==> src/design/gedf_pkg.sv <==
// ----------------------------------------------------------------------------
// gedf_pkg
// Shared types and constants of the EDF tick dispatcher: item and result
// beats, controller command/status groups, result kinds and defaults.
// ----------------------------------------------------------------------------
package gedf_pkg;

    localparam int TABLE_DEPTH_DEF = 32;
    localparam int NUM_CORES_DEF   = 4;
    localparam int MAX_SLOTS       = 4;

    localparam int FIELD_W  = 16;
    localparam int ENTRY_W  = 3 * FIELD_W;   // id, deadline, burst
    localparam int CORES_W  = 3;

    localparam logic [CORES_W-1:0] ACTIVE_CORES_RST = 3'd4;

    // item command codes
    localparam logic CMD_ARRIVE = 1'b0;
    localparam logic CMD_TICK   = 1'b1;

    // result kind codes
    localparam logic [1:0] KIND_ACCEPT = 2'd0;
    localparam logic [1:0] KIND_DROP   = 2'd1;
    localparam logic [1:0] KIND_SLOT   = 2'd2;

    typedef struct packed {
        logic               cmd;
        logic [FIELD_W-1:0] task_id;
        logic [FIELD_W-1:0] task_deadline;
        logic [FIELD_W-1:0] task_burst;
    } item_t;

    typedef struct packed {
        logic [1:0]         kind;
        logic [1:0]         core_slot;
        logic               slot_valid;
        logic [FIELD_W-1:0] run_id;
        logic [FIELD_W-1:0] run_deadline;
        logic               last;
    } result_t;

    typedef struct packed {
        logic capture;
        logic idx_clr;
        logic idx_inc;
        logic arr_commit;
        logic arr_drop;
        logic rd_issue;
        logic cand_take;
        logic upd_take;
        logic buf_clr;
        logic slot_clr;
        logic emit_slot;
    } ctl_cmd_t;

    typedef struct packed {
        logic free_hit;
        logic idx_last;
        logic slot_last;
    } ctl_sts_t;

endpackage

==> src/design/global_edf_tick_dispatcher.sv <==
// ----------------------------------------------------------------------------
// global_edf_tick_dispatcher
// Earliest-deadline-first task table serving up to four cores per tick.
// ----------------------------------------------------------------------------
// Usage:
//   Present an item on item and raise start; the item is taken at the edge
//   where start is high and busy is low. An arrival (cmd 0) stores the task
//   in the lowest free table entry, or drops it when the table is full, and
//   answers with one status beat. A tick (cmd 1) answers with one dispatch
//   beat per core slot, earliest deadline first, ties to the smaller id.
//   Result beats appear on result for one cycle each, marked by strobe;
//   result.last flags the final beat of an item. The receiver cannot stall.
//   An arrival walks over the valid flags to the first free entry. A tick
//   makes one pass over the table RAM's read port to fill the sorted pick
//   buffer, then a second read/write-back pass to age deadlines and bursts,
//   with the slot beats emitted during it. One item is in flight at a time.
//   cfg_we/cfg_wdata write active_cores; write only while busy is low.
//   Reset empties the table (valid flags cleared) and sets active_cores to 4.
// ----------------------------------------------------------------------------
module global_edf_tick_dispatcher #(
    parameter int TABLE_DEPTH = gedf_pkg::TABLE_DEPTH_DEF,
    parameter int NUM_CORES   = gedf_pkg::NUM_CORES_DEF
) (
    input  logic                         clk,
    input  logic                         rst_n,
    input  logic                         start,
    output logic                         busy,
    input  gedf_pkg::item_t              item,
    output logic                         strobe,
    output gedf_pkg::result_t            result,
    input  logic                         cfg_we,
    input  logic [gedf_pkg::CORES_W-1:0] cfg_wdata
);

    gedf_pkg::ctl_cmd_t cmd;
    gedf_pkg::ctl_sts_t sts;

    gedf_ctrl u_ctrl (
        .clk   (clk),
        .rst_n (rst_n),
        .start (start),
        .tick  (item.cmd),
        .busy  (busy),
        .cmd   (cmd),
        .sts   (sts)
    );

    gedf_dpath #(
        .TABLE_DEPTH (TABLE_DEPTH),
        .NUM_CORES   (NUM_CORES)
    ) u_dpath (
        .clk       (clk),
        .rst_n     (rst_n),
        .cfg_we    (cfg_we),
        .cfg_wdata (cfg_wdata),
        .item      (item),
        .cmd       (cmd),
        .sts       (sts),
        .strobe    (strobe),
        .result    (result)
    );

    // a beat only follows a cycle of work
    a_beat_from_work: assert property (@(posedge clk) disable iff (!rst_n)
        strobe |-> $past(busy))
        else $error("result beat without pending work");

    // status beats are single and final
    a_status_last: assert property (@(posedge clk) disable iff (!rst_n)
        (strobe && result.kind != gedf_pkg::KIND_SLOT) |-> result.last)
        else $error("status beat not marked last");

    // slot beats run back to back with rising slot numbers
    a_slot_seq: assert property (@(posedge clk) disable iff (!rst_n)
        (strobe && result.kind == gedf_pkg::KIND_SLOT && !result.last) |=>
        (strobe && result.kind == gedf_pkg::KIND_SLOT &&
         result.core_slot == 2'($past(result.core_slot) + 2'd1)))
        else $error("slot beats out of sequence");

    // nothing trails the final beat of an item
    a_quiet_after_last: assert property (@(posedge clk) disable iff (!rst_n)
        (strobe && result.last) |=> !strobe)
        else $error("beat right after final beat");

endmodule

==> src/design/gedf_ram.sv <==
// ----------------------------------------------------------------------------
// gedf_ram
// Generic single-write, single-read RAM with registered read data.
// ----------------------------------------------------------------------------
module gedf_ram #(
    parameter int WIDTH = 8,
    parameter int DEPTH = 32
) (
    input  logic                     clk,
    input  logic                     we,
    input  logic [$clog2(DEPTH)-1:0] waddr,
    input  logic [WIDTH-1:0]         wdata,
    input  logic [$clog2(DEPTH)-1:0] raddr,
    output logic [WIDTH-1:0]         rdata
);

    logic [WIDTH-1:0] mem_reg [DEPTH];
    logic [WIDTH-1:0] rdata_reg;

    always_ff @(posedge clk)
    begin
        if (we)
        begin
            mem_reg[waddr] <= wdata;
        end
        rdata_reg <= mem_reg[raddr];
    end

    assign rdata = rdata_reg;

endmodule

==> src/design/gedf_ctrl.sv <==
// ----------------------------------------------------------------------------
// gedf_ctrl
// Sequencer of the dispatcher: arrival search, selection scan, and the
// update pass with the slot beats emitted alongside it.
// ----------------------------------------------------------------------------
module gedf_ctrl (
    input  logic               clk,
    input  logic               rst_n,
    input  logic               start,
    input  logic               tick,
    output logic               busy,
    output gedf_pkg::ctl_cmd_t cmd,
    input  gedf_pkg::ctl_sts_t sts
);

    typedef enum logic [5:0] {
        S_IDLE   = 6'b000001,
        S_ARRIVE = 6'b000010,
        S_SCAN   = 6'b000100,
        S_DRAIN  = 6'b001000,
        S_UPDATE = 6'b010000,
        S_FLUSH  = 6'b100000
    } state_t;

    state_t state_reg;
    state_t state_next;
    logic   emit_pend_reg;
    logic   emit_pend_next;

    always_ff @(posedge clk or negedge rst_n)
    begin
        if (!rst_n)
        begin
            state_reg     <= S_IDLE;
            emit_pend_reg <= 1'b0;
        end
        else
        begin
            state_reg     <= state_next;
            emit_pend_reg <= emit_pend_next;
        end
    end

    always_comb
    begin
        state_next     = state_reg;
        emit_pend_next = emit_pend_reg;
        cmd            = '0;

        // slot beats run in parallel with the update pass
        if ((state_reg == S_UPDATE || state_reg == S_FLUSH) && emit_pend_reg)
        begin
            cmd.emit_slot = 1'b1;
            if (sts.slot_last)
            begin
                emit_pend_next = 1'b0;
            end
        end

        case (state_reg)
            S_IDLE:
            begin
                if (start)
                begin
                    cmd.capture = 1'b1;
                    cmd.idx_clr = 1'b1;
                    if (tick == gedf_pkg::CMD_TICK)
                    begin
                        cmd.buf_clr  = 1'b1;
                        cmd.slot_clr = 1'b1;
                        state_next   = S_SCAN;
                    end
                    else
                    begin
                        state_next = S_ARRIVE;
                    end
                end
            end
            S_ARRIVE:
            begin
                if (sts.free_hit)
                begin
                    cmd.arr_commit = 1'b1;
                    state_next     = S_IDLE;
                end
                else if (sts.idx_last)
                begin
                    cmd.arr_drop = 1'b1;
                    state_next   = S_IDLE;
                end
                else
                begin
                    cmd.idx_inc = 1'b1;
                end
            end
            S_SCAN:
            begin
                cmd.rd_issue  = 1'b1;
                cmd.cand_take = 1'b1;
                if (sts.idx_last)
                begin
                    state_next = S_DRAIN;
                end
                else
                begin
                    cmd.idx_inc = 1'b1;
                end
            end
            S_DRAIN:
            begin
                cmd.cand_take  = 1'b1;
                cmd.idx_clr    = 1'b1;
                emit_pend_next = 1'b1;
                state_next     = S_UPDATE;
            end
            S_UPDATE:
            begin
                cmd.rd_issue = 1'b1;
                cmd.upd_take = 1'b1;
                if (sts.idx_last)
                begin
                    state_next = S_FLUSH;
                end
                else
                begin
                    cmd.idx_inc = 1'b1;
                end
            end
            S_FLUSH:
            begin
                cmd.upd_take = 1'b1;
                // hold until the last slot beat has gone out
                if (!emit_pend_reg || sts.slot_last)
                begin
                    state_next = S_IDLE;
                end
            end
            default:
            begin
                state_next = S_IDLE;
            end
        endcase
    end

    assign busy = (state_reg != S_IDLE);

endmodule

==> src/design/gedf_dpath.sv <==
// ----------------------------------------------------------------------------
// gedf_dpath
// Datapath of the dispatcher: task table RAM with valid flags, sorted
// pick buffer for the earliest tasks, update logic and result register.
// ----------------------------------------------------------------------------
module gedf_dpath #(
    parameter int TABLE_DEPTH = gedf_pkg::TABLE_DEPTH_DEF,
    parameter int NUM_CORES   = gedf_pkg::NUM_CORES_DEF
) (
    input  logic                             clk,
    input  logic                             rst_n,
    input  logic                             cfg_we,
    input  logic [gedf_pkg::CORES_W-1:0]     cfg_wdata,
    input  gedf_pkg::item_t                  item,
    input  gedf_pkg::ctl_cmd_t               cmd,
    output gedf_pkg::ctl_sts_t               sts,
    output logic                             strobe,
    output gedf_pkg::result_t                result
);

    localparam int IDX_W  = $clog2(TABLE_DEPTH);
    localparam int SLOTS  = (NUM_CORES < gedf_pkg::MAX_SLOTS) ? NUM_CORES
                                                               : gedf_pkg::MAX_SLOTS;
    localparam int SLOT_W = (SLOTS > 1) ? $clog2(SLOTS) : 1;
    localparam int FW     = gedf_pkg::FIELD_W;
    localparam int EW     = gedf_pkg::ENTRY_W;

    logic [gedf_pkg::CORES_W-1:0] ac_reg;
    logic [FW-1:0]                tid_reg;
    logic [FW-1:0]                tdl_reg;
    logic [FW-1:0]                tbu_reg;
    logic [IDX_W-1:0]             idx_reg;
    logic [IDX_W-1:0]             idx_next;
    logic [TABLE_DEPTH-1:0]       valid_reg;
    logic [TABLE_DEPTH-1:0]       valid_next;
    logic                         p1_vld_reg;
    logic [IDX_W-1:0]             p1_idx_reg;

    logic [SLOTS-1:0]             buf_vld_reg;
    logic [SLOTS-1:0]             buf_vld_next;
    logic [FW-1:0]                buf_id_reg   [SLOTS];
    logic [FW-1:0]                buf_id_next  [SLOTS];
    logic [FW-1:0]                buf_dl_reg   [SLOTS];
    logic [FW-1:0]                buf_dl_next  [SLOTS];
    logic [IDX_W-1:0]             buf_idx_reg  [SLOTS];
    logic [IDX_W-1:0]             buf_idx_next [SLOTS];
    logic [SLOT_W-1:0]            slot_reg;
    logic [SLOT_W-1:0]            slot_next;

    logic                         out_vld_reg;
    logic                         out_vld_next;
    gedf_pkg::result_t            out_reg;
    gedf_pkg::result_t            out_next;

    logic                         mem_we;
    logic [IDX_W-1:0]             mem_waddr;
    logic [EW-1:0]                mem_wdata;
    logic [EW-1:0]                mem_rdata;
    logic [FW-1:0]                rd_id;
    logic [FW-1:0]                rd_dl;
    logic [FW-1:0]                rd_bu;
    logic                         rd_live;

    logic [SLOT_W-1:0]            cores_m1;
    logic [SLOTS-1:0]             less;
    logic [SLOTS-1:0]             less_prev;
    logic                         picked;

    gedf_ram #(
        .WIDTH (EW),
        .DEPTH (TABLE_DEPTH)
    ) u_table (
        .clk   (clk),
        .we    (mem_we),
        .waddr (mem_waddr),
        .wdata (mem_wdata),
        .raddr (idx_reg),
        .rdata (mem_rdata)
    );

    assign rd_id   = mem_rdata[EW-1 -: FW];
    assign rd_dl   = mem_rdata[2*FW-1 -: FW];
    assign rd_bu   = mem_rdata[FW-1:0];
    assign rd_live = p1_vld_reg && valid_reg[p1_idx_reg];

    // effective core count minus one: zero counts as one, saturate at slots
    always_comb
    begin
        if (ac_reg == '0)
        begin
            cores_m1 = '0;
        end
        else if (32'(ac_reg) > SLOTS)
        begin
            cores_m1 = SLOT_W'(SLOTS - 1);
        end
        else
        begin
            cores_m1 = SLOT_W'(ac_reg - 3'd1);
        end
    end

    // insert the fresh entry into the sorted pick buffer; strict compare
    // keeps ascending entry order among equal keys
    always_comb
    begin
        for (int j = 0; j < SLOTS; j++)
        begin
            less[j] = !buf_vld_reg[j] || (rd_dl < buf_dl_reg[j]) ||
                      ((rd_dl == buf_dl_reg[j]) && (rd_id < buf_id_reg[j]));
        end
        less_prev = '0;
        for (int j = 1; j < SLOTS; j++)
        begin
            less_prev[j] = less[j-1];
        end

        buf_vld_next = buf_vld_reg;
        buf_id_next  = buf_id_reg;
        buf_dl_next  = buf_dl_reg;
        buf_idx_next = buf_idx_reg;

        if (cmd.buf_clr)
        begin
            buf_vld_next = '0;
        end
        else if (cmd.cand_take && rd_live)
        begin
            for (int j = 0; j < SLOTS; j++)
            begin
                if (less[j])
                begin
                    if (!less_prev[j])
                    begin
                        buf_vld_next[j] = 1'b1;
                        buf_id_next[j]  = rd_id;
                        buf_dl_next[j]  = rd_dl;
                        buf_idx_next[j] = p1_idx_reg;
                    end
                    else
                    begin
                        // shift down behind the new entry
                        buf_vld_next[j] = buf_vld_reg[j-1];
                        buf_id_next[j]  = buf_id_reg[j-1];
                        buf_dl_next[j]  = buf_dl_reg[j-1];
                        buf_idx_next[j] = buf_idx_reg[j-1];
                    end
                end
            end
        end
    end

    always_comb
    begin
        picked = 1'b0;
        for (int j = 0; j < SLOTS; j++)
        begin
            if (buf_vld_reg[j] && (buf_idx_reg[j] == p1_idx_reg) &&
                (SLOT_W'(j) <= cores_m1))
            begin
                picked = 1'b1;
            end
        end
    end

    // table writes, valid flags and result beats
    always_comb
    begin
        valid_next   = valid_reg;
        mem_we       = 1'b0;
        mem_waddr    = p1_idx_reg;
        mem_wdata    = {rd_id, rd_dl, rd_bu};
        out_vld_next = 1'b0;
        out_next     = '0;
        slot_next    = slot_reg;
        idx_next     = idx_reg;

        if (cmd.idx_clr)
        begin
            idx_next = '0;
        end
        else if (cmd.idx_inc)
        begin
            idx_next = idx_reg + IDX_W'(1);
        end

        if (cmd.arr_commit)
        begin
            valid_next[idx_reg] = 1'b1;
            mem_we              = 1'b1;
            mem_waddr           = idx_reg;
            mem_wdata           = {tid_reg, tdl_reg, tbu_reg};
            out_vld_next        = 1'b1;
            out_next.kind       = gedf_pkg::KIND_ACCEPT;
            out_next.last       = 1'b1;
        end
        else if (cmd.arr_drop)
        begin
            out_vld_next  = 1'b1;
            out_next.kind = gedf_pkg::KIND_DROP;
            out_next.last = 1'b1;
        end

        if (cmd.upd_take && rd_live)
        begin
            if (picked && (rd_bu <= 16'd1))
            begin
                // burst used up: drop from the table
                valid_next[p1_idx_reg] = 1'b0;
            end
            else
            begin
                mem_we    = 1'b1;
                mem_wdata = {rd_id,
                             (rd_dl != '0) ? rd_dl - 16'd1 : rd_dl,
                             picked ? rd_bu - 16'd1 : rd_bu};
            end
        end

        if (cmd.slot_clr)
        begin
            slot_next = '0;
        end
        else if (cmd.emit_slot)
        begin
            slot_next               = slot_reg + SLOT_W'(1);
            out_vld_next            = 1'b1;
            out_next.kind           = gedf_pkg::KIND_SLOT;
            out_next.core_slot      = 2'(slot_reg);
            out_next.slot_valid     = buf_vld_reg[slot_reg];
            out_next.run_id         = buf_vld_reg[slot_reg] ? buf_id_reg[slot_reg] : '0;
            out_next.run_deadline   = buf_vld_reg[slot_reg] ? buf_dl_reg[slot_reg] : '0;
            out_next.last           = (slot_reg == cores_m1);
        end
    end

    always_ff @(posedge clk or negedge rst_n)
    begin
        if (!rst_n)
        begin
            ac_reg      <= gedf_pkg::ACTIVE_CORES_RST;
            idx_reg     <= '0;
            valid_reg   <= '0;
            p1_vld_reg  <= 1'b0;
            buf_vld_reg <= '0;
            slot_reg    <= '0;
            out_vld_reg <= 1'b0;
        end
        else
        begin
            if (cfg_we)
            begin
                ac_reg <= cfg_wdata;
            end
            idx_reg     <= idx_next;
            valid_reg   <= valid_next;
            p1_vld_reg  <= cmd.rd_issue;
            buf_vld_reg <= buf_vld_next;
            slot_reg    <= slot_next;
            out_vld_reg <= out_vld_next;
        end
    end

    always_ff @(posedge clk)
    begin
        if (cmd.capture)
        begin
            tid_reg <= item.task_id;
            tdl_reg <= item.task_deadline;
            tbu_reg <= item.task_burst;
        end
        p1_idx_reg  <= idx_reg;
        buf_id_reg  <= buf_id_next;
        buf_dl_reg  <= buf_dl_next;
        buf_idx_reg <= buf_idx_next;
        out_reg     <= out_next;
    end

    assign sts.free_hit  = !valid_reg[idx_reg];
    assign sts.idx_last  = (idx_reg == IDX_W'(TABLE_DEPTH - 1));
    assign sts.slot_last = (slot_reg == cores_m1);

    assign strobe = out_vld_reg;
    assign result = out_reg;

endmodule
==> config.mk <==
export PLATFORM = sky130hd
export DESIGN_NAME = global_edf_tick_dispatcher
export DESIGN_NICKNAME = d
export VERILOG_FILES = /design/src/design/gedf_pkg.sv /design/src/design/global_edf_tick_dispatcher.sv /design/src/design/gedf_ram.sv /design/src/design/gedf_ctrl.sv /design/src/design/gedf_dpath.sv
export SDC_FILE = /design/constraint.sdc
export NUM_CORES = 2
export LEC_CHECK = 0
export BUFFER_PORTS_ARGS = -buffer_cell sky130_fd_sc_hd__buf_2
export CAP_MARGIN = 10
export CORE_ASPECT_RATIO = 0.6
export CORE_MARGIN = 5
export CORE_UTILIZATION = 65
export DETAILED_ROUTE_END_ITERATION = 8
export MAX_ROUTING_LAYER = met4
export PLACE_DENSITY = 0.82
export SYNTH_ARGS = -nofsm -noshare
export SYNTH_HDL_FRONTEND = slang
export SYNTH_SLANG_ARGS = --single-unit
==> constraint.sdc <==
create_clock -name clk -period 7.85 [get_ports clk]
set_input_delay 1.57 -clock clk [delete_from_list [all_inputs] [get_ports clk]]
set_output_delay 1.57 -clock clk [all_outputs]
set_load 0.05 [all_outputs]
==> flow_summary.yaml <==
floorplanning:
  initial_core_util: 0.6522
  die_y_um: 274.4
  die-area_mm2: 0.1237
  die_w_um: 450.7
  ios: 96
  core_area_mm2: 0.1161
  num_rows: 97
routing:
  routed_wl_mm: 209.7
  first_pass_iters: 8
  vias_per_cell: 7.450
  wl_per_cell_um: 36.42
  vias: 42910
  postRouteAntennaNets: 0
  drt_iter0_markers: 8393
  route.detailed.drc: 0
power_and_ir_drop:
  power.switching_mw: 8.570
  power_density_mw_per_mm2: 335.5
  power_mw: 28.18
  combPwrFrac: 0.237
  internal_power_mw: 19.61
  leakagePower_nw: 27.66
  switching_share: 0.3041
  clockPowerShare: 0.289
  seqPwrFrac: 0.474
  irDropWorstVdd_mv: 0.2630
sta:
  hold_viol: 0
  finalSetupViolCount: 0
  rsz0062_at_grt: "false"
  finalClockSkew_ns: 0.03743
  fmax_mhz: 165.8
  slew_headroom: 0.1295
  fin_crit_sh: 0.7681
  fin_crit_ns: 6.030
  tightest_slew_ns: 1.303
  finalMaxSlewViolations: 0
  holdWs_ns: 0.5542
  tns_ns: 0
synthesis:
  yosysWarnings: 0
  syn_nets: 4115
  yosysSeqAreaShare: 0.7288
  netlist_top_cells_area: "edfxtp_1, mux4_2, dfxtp_1"
  synth-seq-cells: 1878
  synth_cell_types: 76
  synthFlopType: "edfxtp_1"
  yosysTopAreaCell: "edfxtp_1"
  synth_area_per_cell_um2: 19.30
  yosysTopAreaCellShare: 0.6865
  synth-edff-count: 1732
  async_reset_ff_frac: 0.02929
  synth_cells: 3926
  netlist_area_mm2: 0.07576
setup_path:
  critPathArrivalTime_ns: 6.49
  required_ns: 8.31
  cp_max_fo: 43
  critical_path_class: "register to register"
  end_kind: "register"
  start_kind: "register"
placed_design:
  gp_congestion: 0.9506
  place_hpwl_mm: 118.2
  io_buffer_count: 95
cells_and_area:
  syn_to_final_growth_pct: 10.87
  largest_reg_flops: 1536
  nNetsFinal: 4275
  fillers: 6404
  drive_above_1_share: 0.2579
clocking:
  cts.htree.levels: 4
  ctsResizeCount: 0
  clock_sinks: 1878
  clockBufferDepth: 3
  clk_pin_slew_worst_paths_ns: 0.06
  worstSkewPairLatency_ns: 0.80
  cts_tree: "yes"
  cts-root-buf: "clkbuf_16"
  cts_buffers: 160
  cts_setup_buffers: 0
  cts_hold_buf: 0
run_status:
  status: "completed"
global_routing:
  gr-total-overflow: 0
  grt_antenna_before_repair: 3
  grtUsageTotal: 0.3539
  grt_pass1_vias: 42070
  grt_max_degree: 139
  grt_pass1_wl_mm: 301.7
flow_run:
  max_cap_viol_count: 0
hold_path:
  min_path_type: "register to register"
==> layout make-up <==
class	instances	area [µm²]	area share
Timing Repair Buffer	208	1410	0.01679
Inverter	150	564.3	0.006718
Clock buffer	225	4546	0.05412
Clock inverter	73	757.0	0.009012
Multi-Input combinational cell	1688	19570	0.2330
Sequential cell	1878	55220	0.6575
Antenna cell	3	7.507	0.00008938
Tap cell	1534	1919	0.02285
==> metal layers <==
layer  vias up  routed length, µm  track usage
met5         -                  0            -
met4         0               8317       0.1286
met3       532              32910       0.1017
met2      4074              92930       0.4965
met1     21790              75580       0.5058
li1      16510                  -            -
==> critical path, stage by stage, from the launching register on <==
cell      delay [ns]
dfrtp_4         0.96
mux2_2          0.41
a222oi_1        0.38
mux2i_1         0.20
a222oi_1        0.82
nand2_4         0.58
o32a_1          0.80
nor2_4          1.13
buf_4           0.39
==> power by group through the flow <==
stage          clock network (mW)  registers (mW)  logic, mW
3_3_place_gp                    0            13.5       6.20
4_1_cts                      8.17            13.3       6.53
3_5_place_dp                    0            13.5       6.43
5_1_grt                      8.65            13.4       7.08
6_report                     8.13            13.4       6.68
2_1_floorplan                   0            13.2       4.38
==> stage by stage <==
step                instance area [µm²]  setup slack, ns    util  instances
floorplan                         75760            2.764       -       3926
global placement                  78620            2.098  0.6769       5454
detailed placement                78620            1.957  0.6769       5454
CTS                               83930            1.910  0.7226       5752
global route                      83990            1.679  0.7231       5758
finish                            83990            1.820  0.7231       5759
==> synthesized netlist by cell type, drive strengths merged, types with 6 or more instances <==
| cell type | instances |
|---|---|
| a211oi | 16 |
| a21o | 26 |
| a21oi | 79 |
| a22oi | 184 |
| a311oi | 8 |
| a31oi | 43 |
| and3 | 61 |
| buf | 73 |
| clkbuf | 137 |
| dfrtp | 53 |
| dfxtp | 91 |
| edfxtp | 1732 |
| ha | 133 |
| inv | 150 |
| mux2 | 116 |
| mux2i | 54 |
| mux4 | 427 |
| nand2 | 97 |
| nand2b | 9 |
| nand3 | 26 |
| nand4 | 67 |
| nor2 | 90 |
| nor2b | 21 |
| nor3 | 32 |
| nor3b | 8 |
| nor4 | 11 |
| o211ai | 10 |
| o21a | 8 |
| o21ai | 44 |
| o221a | 11 |
| or3 | 12 |
| xnor2 | 16 |
| xor2 | 6 |
==> placed cells by master (no fill, tap or decap), drive strengths merged, types with 8 or more instances in the layout <==
| master | instances |
|---|---|
| nand2b | 9 |
| a21o | 26 |
| a211oi | 16 |
| edfxtp | 1732 |
| mux2i | 54 |
| nand3 | 26 |
| and3 | 61 |
| mux4 | 427 |
| ha | 133 |
| buf | 207 |
| nor3 | 32 |
| nor2 | 90 |
| or3 | 12 |
| nand2 | 97 |
| xnor2 | 16 |
| a311oi | 8 |
| mux2 | 116 |
| nand4 | 67 |
| clkbuf | 226 |
| nor3b | 8 |
| o21a | 8 |
| nor4 | 11 |
| o211ai | 10 |
| inv | 160 |
| dfrtp | 53 |
| a22oi | 184 |
| clkinv | 48 |
| o21ai | 44 |
| a31oi | 43 |
| o221a | 11 |
| bufinv | 12 |
| dfxtp | 91 |
| a21oi | 79 |
| nor2b | 21 |
==> worst paths after layout <==
path / endpoint / slack [ns] / start / cells past startpoint
setup / recovery: u_dpath.u_table.mem_reg[23][13] / 1.82 / u_dpath.idx_reg[0] / 8
hold / removal: u_dpath.valid_reg[3] / 0.55 / u_dpath.valid_reg[3] / 2
setup reg to reg: u_dpath.u_table.mem_reg[23][13] / 1.82 / u_dpath.idx_reg[0] / 8
hold reg to reg: u_dpath.valid_reg[3] / 0.55 / u_dpath.valid_reg[3] / 2
max in group asynchronous: u_dpath.idx_reg[1] / 6.35 / rst_n / 2
min in group asynchronous: u_dpath.buf_vld_reg[1] / 0.95 / rst_n / 2
==> cells by family after synthesis <==
| logic type | synth area share |
|---|---|
| xor+xnor | 0.002543 |
| compound gates | 0.04479 |
| simple gates | 0.03163 |
| buf+inv | 0.01876 |
| mux | 0.1515 |
| fa+ha+maj | 0.02197 |
| flops | 0.7288 |
Power figures use the tool's default switching activity.
